$ cat src/design/rkbd_pkg.sv
`default_nettype none
// ----------------------------------------------------------------------------
// rkbd_pkg
// Shared types and constants for the rolling-key byte decoder.
// ----------------------------------------------------------------------------
package rkbd_pkg;

    localparam int unsigned KEY_W   = 64;
    localparam int unsigned STEP_W  = 32;
    localparam int unsigned HIST_W  = 32;
    localparam int unsigned BYTE_W  = 8;
    localparam int unsigned MODE_W  = 3;
    localparam int unsigned CFG_IDX_W = 2;

    // decode modes (codes 5..7 behave as pass)
    localparam logic [MODE_W-1:0] MODE_PASS = 3'd0;
    localparam logic [MODE_W-1:0] MODE_XOR  = 3'd1;
    localparam logic [MODE_W-1:0] MODE_SUB  = 3'd2;
    localparam logic [MODE_W-1:0] MODE_ADD  = 3'd3;
    localparam logic [MODE_W-1:0] MODE_ROL  = 3'd4;

    // configuration register indexes
    localparam logic [CFG_IDX_W-1:0] REG_MODE        = 2'd0;
    localparam logic [CFG_IDX_W-1:0] REG_INITIAL_KEY = 2'd1;
    localparam logic [CFG_IDX_W-1:0] REG_KEY_STEP    = 2'd2;
    localparam logic [CFG_IDX_W-1:0] REG_FEEDBACK    = 2'd3;

    // xor group sizes
    localparam logic [2:0] GROUP_1 = 3'd1;
    localparam logic [2:0] GROUP_2 = 3'd2;
    localparam logic [2:0] GROUP_4 = 3'd4;

    typedef struct packed {
        logic [MODE_W-1:0]        mode;
        logic [KEY_W-1:0]         initial_key;
        logic signed [STEP_W-1:0] key_step;
        logic                     feedback_enable;
    } rkbd_cfg_t;

endpackage
`default_nettype wire

$ cat src/design/rkbd_cfg.sv
`default_nettype none
// ----------------------------------------------------------------------------
// rkbd_cfg
// Configuration register file, one write transaction per cycle.
// ----------------------------------------------------------------------------
module rkbd_cfg
    import rkbd_pkg::*;
(
    input  wire logic                 aclk,
    input  wire logic                 aresetn,
    input  wire logic                 cfg_valid,
    output logic                      cfg_ready,
    input  wire logic [CFG_IDX_W-1:0] cfg_index,
    input  wire logic [KEY_W-1:0]     cfg_data,
    output rkbd_cfg_t                 cfg
);

    rkbd_cfg_t cfg_reg;
    rkbd_cfg_t cfg_next;

    assign cfg_ready = 1'b1;
    assign cfg       = cfg_reg;

    always_comb begin
        cfg_next = cfg_reg;
        if (cfg_valid) begin
            case (cfg_index)
                REG_MODE:        cfg_next.mode            = cfg_data[MODE_W-1:0];
                REG_INITIAL_KEY: cfg_next.initial_key     = cfg_data;
                REG_KEY_STEP:    cfg_next.key_step        = signed'(cfg_data[STEP_W-1:0]);
                REG_FEEDBACK:    cfg_next.feedback_enable = cfg_data[0];
                default:         cfg_next = cfg_reg;
            endcase
        end
    end

    always_ff @(posedge aclk) begin
        if (!aresetn) begin
            cfg_reg.mode            <= MODE_XOR;
            cfg_reg.initial_key     <= '0;
            cfg_reg.key_step        <= '0;
            cfg_reg.feedback_enable <= 1'b0;
        end else begin
            cfg_reg <= cfg_next;
        end
    end

endmodule
`default_nettype wire

$ cat src/design/rkbd_core.sv
`default_nettype none
// ----------------------------------------------------------------------------
// rkbd_core
// Byte decode and running-key state; state advances on each fire.
// ----------------------------------------------------------------------------
module rkbd_core
    import rkbd_pkg::*;
(
    input  wire logic              aclk,
    input  wire logic              aresetn,
    input  wire logic              fire,
    input  wire logic [BYTE_W-1:0] in_byte,
    input  wire logic              last_of_run,
    input  wire rkbd_cfg_t         cfg,
    output logic [BYTE_W-1:0]      out_byte
);

    logic [KEY_W-1:0]  key_reg,   key_next;
    logic              fresh_reg, fresh_next;
    logic [1:0]        lane_reg,  lane_next;
    logic [2:0]        gsize_reg, gsize_next;
    logic [HIST_W-1:0] hist_reg,  hist_next;

    logic [KEY_W-1:0]  key_cur;
    logic [1:0]        lane_cur;
    logic [2:0]        gsize_cur;
    logic [HIST_W-1:0] hist_cur;
    logic [2:0]        gsize_new;
    logic [1:0]        lane_inc;
    logic              group_done;
    logic [BYTE_W-1:0] d;
    logic [BYTE_W-1:0] key_lane;
    logic [KEY_W-1:0]  step_ext;
    logic [KEY_W-1:0]  fb_word;

    always_comb begin
        // a run start behaves as if state had just been reloaded
        key_cur   = fresh_reg ? cfg.initial_key : key_reg;
        lane_cur  = fresh_reg ? 2'd0 : lane_reg;
        gsize_cur = fresh_reg ? GROUP_1 : gsize_reg;
        hist_cur  = fresh_reg ? '0 : hist_reg;

        if (|key_cur[KEY_W-1:24])
            gsize_new = GROUP_4;
        else if (|key_cur[KEY_W-1:8])
            gsize_new = GROUP_2;
        else
            gsize_new = GROUP_1;

        case (lane_cur)
            2'd0:    key_lane = key_cur[7:0];
            2'd1:    key_lane = key_cur[15:8];
            2'd2:    key_lane = key_cur[23:16];
            default: key_lane = key_cur[31:24];
        endcase

        lane_inc   = lane_cur + 2'd1;
        lane_next  = 2'd0;
        gsize_next = GROUP_1;
        group_done = 1'b1;

        case (cfg.mode)
            MODE_XOR: begin
                gsize_next = (lane_cur == 2'd0) ? gsize_new : gsize_cur;
                d          = in_byte ^ key_lane;
                group_done = (lane_inc == 2'd0) || ({1'b0, lane_inc} >= gsize_next);
                lane_next  = group_done ? 2'd0 : lane_inc;
            end
            MODE_SUB: d = in_byte - key_cur[7:0];
            MODE_ADD: d = in_byte + key_cur[7:0];
            MODE_ROL: d = BYTE_W'({in_byte, in_byte} >> (BYTE_W - key_cur[2:0]));
            default:  d = in_byte;
        endcase

        hist_next = {d, hist_cur[HIST_W-1:BYTE_W]};
        step_ext  = KEY_W'(cfg.key_step);
        fb_word   = cfg.feedback_enable ? KEY_W'(hist_next) : '0;
        key_next  = group_done ? (key_cur + step_ext + fb_word) : key_cur;
        fresh_next = last_of_run;
    end

    assign out_byte = d;

    always_ff @(posedge aclk) begin
        if (!aresetn) begin
            key_reg   <= '0;
            fresh_reg <= 1'b1;
            lane_reg  <= 2'd0;
            gsize_reg <= GROUP_1;
            hist_reg  <= '0;
        end else if (fire) begin
            key_reg   <= key_next;
            fresh_reg <= fresh_next;
            lane_reg  <= lane_next;
            gsize_reg <= gsize_next;
            hist_reg  <= hist_next;
        end
    end

endmodule
`default_nettype wire

$ cat src/design/rolling_key_byte_decoder.sv
`default_nettype none
// ----------------------------------------------------------------------------
// rolling_key_byte_decoder
// Stream decoder: pass, xor (key groups of 4/2/1 bytes), subtract, add or
// rotate-left with a running key that steps after each group.
// ----------------------------------------------------------------------------
//  channel  | direction | handshake          | payload
//  ---------+-----------+--------------------+------------------------------
//  s_       | in        | s_tvalid/s_tready  | tdata[7:0] in_byte, tlast last_of_run
//  m_       | out       | m_tvalid/m_tready  | tdata[7:0] out_byte
//  cfg_     | in        | cfg_valid/cfg_ready| cfg_index register, cfg_data value
//
//  One byte per cycle sustained while m_tready is high; a byte taken into the
//  input register moves on into the result register, with m_tvalid high, when
//  the result register is empty or its byte is being taken.
//  The running-key update (one 64-bit three-operand add) sits between the
//  input register and the key register and sets the clock limit.
//  aresetn is synchronous, active low; it empties both stages and loads the
//  register defaults (mode xor, zero key, zero step, no feedback).
//  A stalled result holds in the result register while the input register
//  still takes one more byte; cfg_ready is always high.
// ----------------------------------------------------------------------------
module rolling_key_byte_decoder
    import rkbd_pkg::*;
(
    input  wire logic                 aclk,
    input  wire logic                 aresetn,
    // input stream
    input  wire logic                 s_tvalid,
    output logic                      s_tready,
    input  wire logic [7:0]           s_tdata,   // [7:0] in_byte
    input  wire logic                 s_tlast,   // last_of_run
    // result stream
    output logic                      m_tvalid,
    input  wire logic                 m_tready,
    output logic [7:0]                m_tdata,   // [7:0] out_byte
    // configuration writes
    input  wire logic                 cfg_valid,
    output logic                      cfg_ready,
    input  wire logic [CFG_IDX_W-1:0] cfg_index,
    input  wire logic [KEY_W-1:0]     cfg_data
);

    rkbd_cfg_t cfg;

    // input register stage
    logic              in_valid_reg, in_valid_next;
    logic [BYTE_W-1:0] in_byte_reg;
    logic              in_last_reg;

    // result register stage
    logic              out_valid_reg, out_valid_next;
    logic [BYTE_W-1:0] out_byte_reg;

    logic              s_accept;
    logic              advance;     // input stage moves into the result stage
    logic [BYTE_W-1:0] dec_byte;

    rkbd_cfg u_cfg (
        .aclk      (aclk),
        .aresetn   (aresetn),
        .cfg_valid (cfg_valid),
        .cfg_ready (cfg_ready),
        .cfg_index (cfg_index),
        .cfg_data  (cfg_data),
        .cfg       (cfg)
    );

    // core state updates exactly once per byte, when it leaves the input stage; the key steps at group ends
    rkbd_core u_core (
        .aclk        (aclk),
        .aresetn     (aresetn),
        .fire        (advance),
        .in_byte     (in_byte_reg),
        .last_of_run (in_last_reg),
        .cfg         (cfg),
        .out_byte    (dec_byte)
    );

    assign advance  = in_valid_reg && (!out_valid_reg || m_tready);
    assign s_tready = !in_valid_reg || advance;
    assign s_accept = s_tvalid && s_tready;

    always_comb begin
        in_valid_next = s_accept ? 1'b1 : (advance ? 1'b0 : in_valid_reg);
        if (advance)
            out_valid_next = 1'b1;
        else if (m_tready)
            out_valid_next = 1'b0;
        else
            out_valid_next = out_valid_reg;
    end

    always_ff @(posedge aclk) begin
        if (!aresetn) begin
            in_valid_reg  <= 1'b0;
            out_valid_reg <= 1'b0;
        end else begin
            in_valid_reg  <= in_valid_next;
            out_valid_reg <= out_valid_next;
        end
    end

    // payload: no reset needed
    always_ff @(posedge aclk) begin
        if (s_accept) begin
            in_byte_reg <= s_tdata;
            in_last_reg <= s_tlast;
        end
        if (advance)
            out_byte_reg <= dec_byte;
    end

    assign m_tvalid = out_valid_reg;
    assign m_tdata  = out_byte_reg;

`ifndef SYNTH
    // a byte leaving the input stage always shows up as a result
    assert property (@(posedge aclk) disable iff (!aresetn) advance |=> m_tvalid)
        else $error("decoded byte did not reach the result register");

    // both stages empty right after reset
    assert property (@(posedge aclk) !aresetn |=> (!m_tvalid && !in_valid_reg))
        else $error("pipeline not empty after reset");

    // both stages full and result stalled: input side must hold off
    assert property (@(posedge aclk) disable iff (!aresetn)
        (m_tvalid && !m_tready && in_valid_reg) |-> !s_tready)
        else $error("input accepted while both stages are full");

    // a result that is not taken stays valid and unchanged
    assert property (@(posedge aclk) disable iff (!aresetn)
        (m_tvalid && !m_tready) |=> (m_tvalid && $stable(m_tdata)))
        else $error("stalled result lost");
`endif

endmodule
`default_nettype wire
$ cat config.mk
export PLATFORM = sky130hd
export DESIGN_NAME = rolling_key_byte_decoder
export DESIGN_NICKNAME = d
export VERILOG_FILES = /design/src/design/rkbd_pkg.sv /design/src/design/rkbd_cfg.sv /design/src/design/rkbd_core.sv /design/src/design/rolling_key_byte_decoder.sv
export SDC_FILE = /design/constraint.sdc
export NUM_CORES = 1
export LEC_CHECK = 0
export ABC_AREA = 1
export BUFFER_PORTS_ARGS = -buffer_cell sky130_fd_sc_hd__buf_2
export CORE_MARGIN = 2
export CORE_UTILIZATION = 56
export CTS_CLUSTER_SIZE = 10
export DETAILED_ROUTE_END_ITERATION = 12
export GPL_TIMING_DRIVEN = 1
export PLACE_DENSITY_LB_ADDON = 0.15
export SLEW_MARGIN = 20
export SYNTH_ARGS = -nofsm -noshare
export SYNTH_HDL_FRONTEND = slang
export SYNTH_HIERARCHICAL = 1
export SYNTH_SLANG_ARGS = --single-unit
$ cat constraint.sdc
create_clock -name aclk -period 8.02 [get_ports aclk]
set_input_delay 1.604 -clock aclk [delete_from_list [all_inputs] [get_ports aclk]]
set_output_delay 1.604 -clock aclk [all_outputs]
set_load 0.01 [all_outputs]
==> impl_metrics.py, run 1 <==
metrics = {
    "outcome": {
        "status": "completed",
    },
    "power": {
        "power.density_nw_per_um2": 162,
        "p_leak_nw": 11.5,
        "peakVddDrop_mv": 0.150,
    },
    "sta": {
        "maxSlewViolCount": 0,
        "setup_viol": 0,
        "maxSlewHeadroom_pct": 28.6,
        "fin_ws_ns": 1.42,
        "hold_violations": 0,
        "fin_tns_setup_ns": 0,
        "period_minus_slack_ns": 6.60,
        "hold_slack_ns": 0.464,
        "max_freq_mhz": 152,
        "finalCritPeriodShare_pct": 82.3,
        "worst_clock_skew_ns": 0.0200,
        "worstMarginPinSlew_ns": 1.07,
        "rsz0062_at_grt": "false",
    },
    "setup_path": {
        "cp_max_fo": 32,
        "critPathCaptureType": "flip-flop",
        "r2r_start": "u_core/fresh_reg",
        "critPathTopFamily": "simple AND/OR/NAND/NOR gates",
        "critPathSlowestCell": "dfxtp_2",
        "worst_setup_path_start_kind": "flip-flop",
        "cp.arrival_ns": 7.00,
        "cp-startpoint": "u_core/fresh_reg",
        "path_buf_inv": 6,
        "crit_required_ns": 8.42,
        "cp_common_cell": "nand2_1",
        "critPathKind": "flip-flop to flip-flop",
        "slowest_delay_ns": 0.72,
    },
    "die": {
        "placementRows": 67,
        "fp.coreArea_um2": 33400,
        "fp.dieH_um": 188,
        "initial_utilization_pct": 56.6,
        "fp.dieArea_um2": 35300,
        "die_w_um": 188,
        "io-pin-count": 91,
    },
    "final_layout": {
        "syn2layout_area_growth_pct": 6.89,
        "antennaDiodeCount": 0,
        "num-nets-final": 3551,
        "largest_reg_flops": 100,
        "filler_cell_count": 3407,
        "final_util_pct": 60.6,
        "drive_gt1_share_pct": 5.56,
    },
    "synth": {
        "yosys_warnings": 6,
        "syn-cell-area_um2": 18900,
        "synth_nets": 3528,
        "synth_cells": 3307,
        "ys_seq_elements": 213,
        "ys_types": 42,
        "seq_area_frac_synth_pct": 23.4,
        "avgSynthCellArea_um2": 5.73,
    },
    "route": {
        "wl_per_cell_um": 17.5,
        "via_per_inst": 5.43,
        "antenna_left": 0,
        "firstDrtPassIters": 6,
        "drc_errors": 0,
        "vias": 20600,
        "drt_iter0_drc": 2621,
        "wirelength_mm": 66.3,
    },
    "grt": {
        "grt_max_degree": 81,
        "grt_pass1_vias": 19000,
        "overflow": 0,
        "grt_pass1_wl_mm": 103,
        "grtUsageTotal_pct": 37.2,
        "antenna_found_initial": 0,
    },
    "clock_tree": {
        "cts_buffers": 27,
        "cts-root-buf": "clkbuf_16",
        "cts_tree": "done",
        "path_clk_slew_ns": 0.06,
        "post_cts_resize_count": 0,
        "cts_hold_buf": 0,
        "clockBufferDepth": 3,
        "htree_levels": 1,
        "cts.sinks": 213,
        "clkLatencyLatePin_ns": 0.57,
        "cts_setup_buffers": 0,
    },
    "flow_run": {
        "cap_violations": 0,
    },
    "placement": {
        "io_buffer_count": 89,
        "gp_congestion": 1.04,
        "place_hpwl_mm": 50.4,
        "post-place-ws_ns": 1.65,
    },
    "worst_hold_path": {
        "hold_start": "u_core/key_reg[34]",
        "hold_class": "flip-flop to flip-flop",
    },
}
## layout make-up
type | count | area [um^2] | area share (%)
Multi-Input combinational cell | 2368 | 11600 | 57.1
Sequential cell | 213 | 4440 | 21.9
Inverter | 617 | 2320 | 11.4
Clock buffer | 37 | 733 | 3.62
Tap cell | 448 | 561 | 2.77
Timing Repair Buffer | 103 | 553 | 2.73
Clock inverter | 6 | 86.3 | 0.426
## layout by cell type (no fill, tap or decap), types with 17 or more instances in the layout
cell,instances
o21ai_0,78
a21oi_1,148
ha_1,107
nand4_1,33
buf_2,88
nor2_1,372
nand3_1,206
xnor2_1,29
fa_1,34
nand2_1,1252
clkbuf_16,27
edfxtp_1,17
dfxtp_1,195
inv_1,605
## worst reg2reg max path, delay by kind of cell, from the launching register on
kind	cells	cell delay, ns
AOI/OAI and AO/OA	2	0.41
DFF	1	0.72
xor gates and xnor gates	1	0.19
buffers and inverters	6	1.11
and+or+nand+nor	25	2.84
adders and majority gates	3	1.16
## logic make-up (layout without fill, tap and decap cells)
family	Yosys count	in the layout	share of synthesized area, %
simple gates	1919	1919	40.9
compound gates	268	268	7.51
mux	2	2	0.106
flops	213	213	23.4
xor+xnor	37	37	1.71
other cells	1	1	0.0198
fa+ha+maj	141	141	10.7
buf+inv	726	763	15.7
## per-layer routing
layer  track usage, %  vias up  part of all wire [%]
met5                0        -                     0
met4             11.1        0                   2.8
met3             6.16      124                    12
met2             54.7     1096                    41
met1             55.4     9360                    45
li1                 -    10000                     -
## final timing paths
check / endpoint / slack [ns] / depth (start not counted)
worst max-delay path: u_core/key_reg[46] / 1.42 / 37
worst min-delay path: u_core/key_reg[34] / 0.46 / 2
worst max register to register: u_core/key_reg[46] / 1.42 / 37
worst min register to register: u_core/key_reg[34] / 0.46 / 2
## synth_stat cells, drive strengths merged
cell type / n / area (um^2)
a21boi: 1 / 7.51
a21o: 2 / 15.0
a21oi: 160 / 842
a31o: 1 / 8.76
a31oi: 1 / 6.26
buf: 70 / 517
clkbuf: 39 / 146
clkinv: 8 / 30.0
conb: 1 / 3.75
dfxtp: 196 / 3920
edfxtp: 17 / 510
fa: 34 / 681
ha: 107 / 1340
inv: 609 / 2290
mux2i: 2 / 20.0
nand2: 1256 / 4720
nand3: 221 / 1190
nand3b: 12 / 90.1
nand4: 33 / 206
nor2: 376 / 1420
nor3: 15 / 80.1
o211ai: 3 / 22.5
o21ai: 93 / 469
o21bai: 7 / 52.6
or2: 6 / 37.5
xnor2: 29 / 254
xor2: 8 / 70.1
## stage by stage
step	total power, mW	std cells	cell area (um^2)
floorplan	1.82	3307	18900
global placement	2.08	3749	19400
detailed placement	2.09	3749	19400
CTS	3.27	3792	20300
global route	3.44	3792	20300
finish	3.29	3792	20300
## power by group
group / switching, mW / internal (mW)
Sequential: 0.0497 / 1.14
Clock: 0.489 / 0.694
Combinational: 0.628 / 0.288
Total: 1.17 / 2.12
(Power assumes the default switching activity.)
==> run 2: changes to the inputs <==
==> constraint.sdc (replaced) <==
create_clock -name aclk -period 5.51 [get_ports aclk]
set_input_delay 1.102 -clock aclk [delete_from_list [all_inputs] [get_ports aclk]]
set_output_delay 1.102 -clock aclk [all_outputs]
set_load 0.01 [all_outputs]
==> impl_metrics.py, run 2 (synthesis results as in run 1) <==
metrics = {
    "clock_tree": {
        "clkLatencyLatePin_ns": 0.56,
        "cts-root-buf": "clkbuf_16",
        "cts_setup_buffers": 0,
        "clockBufferDepth": 3,
        "cts_tree": "done",
        "path_clk_slew_ns": 0.06,
        "cts_buffers": 27,
        "cts.sinks": 213,
        "htree_levels": 1,
    },
    "route": {
        "wl_per_cell_um": 17.9,
        "drt_iter0_drc": 2550,
        "vias": 20900,
        "drc_errors": 0,
        "wirelength_mm": 68.0,
        "firstDrtPassIters": 6,
        "antenna_left": 0,
        "via_per_inst": 5.48,
    },
    "final_layout": {
        "regArea_um2": 4440,
        "num-nets-final": 3571,
        "final_util_pct": 61.3,
        "final_cell_mix": "nand2_1 (1,250), inv_1 (605), nor2_1 (359), nand3_1 (206), dfxtp_1 (195)",
        "multi_input_comb_area_um2": 11600,
        "filler_cell_count": 3350,
        "antennaDiodeCount": 0,
        "drive_gt1_share_pct": 6.79,
        "largest_reg_flops": 100,
        "layout_commonest_cell": "nand2_1",
        "syn2layout_area_growth_pct": 8.23,
    },
    "setup_path": {
        "worst_setup_path_start_kind": "flip-flop",
        "path_buf_inv": 3,
        "critPathCaptureType": "flip-flop",
        "critPathSlowestCell": "fa_1",
        "cp_common_cell": "nand2_1",
        "slowest_delay_ns": 0.49,
        "cp_max_fo": 19,
        "critPathTopFamily": "simple AND/OR/NAND/NOR gates",
        "cp.arrival_ns": 5.60,
        "crit_required_ns": 5.91,
        "critPathKind": "flip-flop to flip-flop",
        "r2r_slack_ns": 0.31,
    },
    "sta": {
        "maxSlewViolCount": 0,
        "maxSlewHeadroom_pct": 30.2,
        "setup_viol": 0,
        "max_freq_mhz": 192,
        "period_minus_slack_ns": 5.20,
        "worst_clock_skew_ns": 0.0162,
        "fin_tns_setup_ns": 0,
        "worstMarginPinSlew_ns": 1.05,
        "hold_violations": 0,
        "finalCritPeriodShare_pct": 94.3,
        "rsz0062_at_grt": "true",
    },
    "outcome": {
        "status": "completed",
    },
    "grt": {
        "grt_max_degree": 83,
        "grtUsageTotal_pct": 38.0,
        "antenna_found_initial": 1,
        "grt_pass1_wl_mm": 105,
        "overflow": 0,
        "grt_pass1_vias": 19200,
    },
    "placement": {
        "place_hpwl_mm": 52.3,
        "io_buffer_count": 89,
        "gp_congestion": 1.08,
    },
    "die": {
        "initial_utilization_pct": 56.6,
        "die_w_um": 188,
        "placementRows": 67,
        "fp.dieH_um": 188,
        "fp.coreArea_um2": 33400,
        "io-pin-count": 91,
        "fp.dieArea_um2": 35300,
    },
    "power": {
        "p_leak_nw": 11.6,
        "peakVddDrop_mv": 0.252,
        "power.density_nw_per_um2": 237,
    },
    "flow_run": {
        "cap_violations": 0,
    },
    "worst_hold_path": {
        "hold_class": "flip-flop to flip-flop",
    },
}
run 2: worst min-delay path: cells and delay by family, from the launching register on:
kind / cells / cell delay [ns]
DFF: 1 / 0.30
and+or+nand+nor: 1 / 0.06
AOI/OAI and AO/OA: 1 / 0.06
run 2: layer usage:
metal / global-route usage [%] / share of wire [%] / up-vias
met2: 55.8 / 41 / 1203
met1: 56.1 / 44 / 9464
li1: - / - / 10100
met5: 0 / 0.019 / -
met3: 6.92 / 12 / 154
met4: 11.6 / 3.1 / 2
run 2: area by class of cell:
cell class / instances / area share (%)
Tap cell: 448 / 2.73
Multi-Input combinational cell: 2368 / 56.8
Sequential cell: 213 / 21.6
Inverter: 617 / 11.3
Timing Repair Buffer: 123 / 3.43
Clock buffer: 34 / 3.72
Clock inverter: 5 / 0.384
run 2: worst paths after layout:
path	from	end	cells after the start
hold reg to reg	u_core/key_reg[41]	u_core/key_reg[41]	2
setup reg to reg	u_core/fresh_reg	u_core/key_reg[59]	26
hold / removal	u_core/key_reg[41]	u_core/key_reg[41]	2
setup / recovery	u_core/fresh_reg	u_core/key_reg[59]	26
run 2: per-stage QoR:
| stage | power [mW] | instance area, um^2 | hold slack, ns | setup slack (ns) | std cells |
|---|---|---|---|---|---|
| after detailed placement | 3.06 | 19600 | 0.455 | 0.139 | 3769 |
| after global routing | 5.06 | 20500 | 0.480 | -0.0771 | 3808 |
| after CTS | 4.80 | 20400 | 0.464 | 0.106 | 3808 |
| final | 4.85 | 20500 | 0.464 | 0.311 | 3808 |
| after floorplan | 2.65 | 18900 | 0.435 | 0.712 | 3307 |
| after global placement | 3.04 | 19600 | 0.452 | 0.307 | 3769 |
run 2: timing repair:
item | CTS | global route
hold buffers | 0 | 0
gates resized for setup | 0 | 27
endpoints found under the setup margin | 0 | 37
run 2: power by group:
| group | total, mW | leakage [nW] | internal [mW] | switching (mW) |
|---|---|---|---|---|
| Combinational | 1.37 | 9.43 | 0.444 | 0.927 |
| Sequential | 1.73 | 1.77 | 1.66 | 0.0723 |
| Clock | 1.75 | 0.417 | 1.05 | 0.699 |
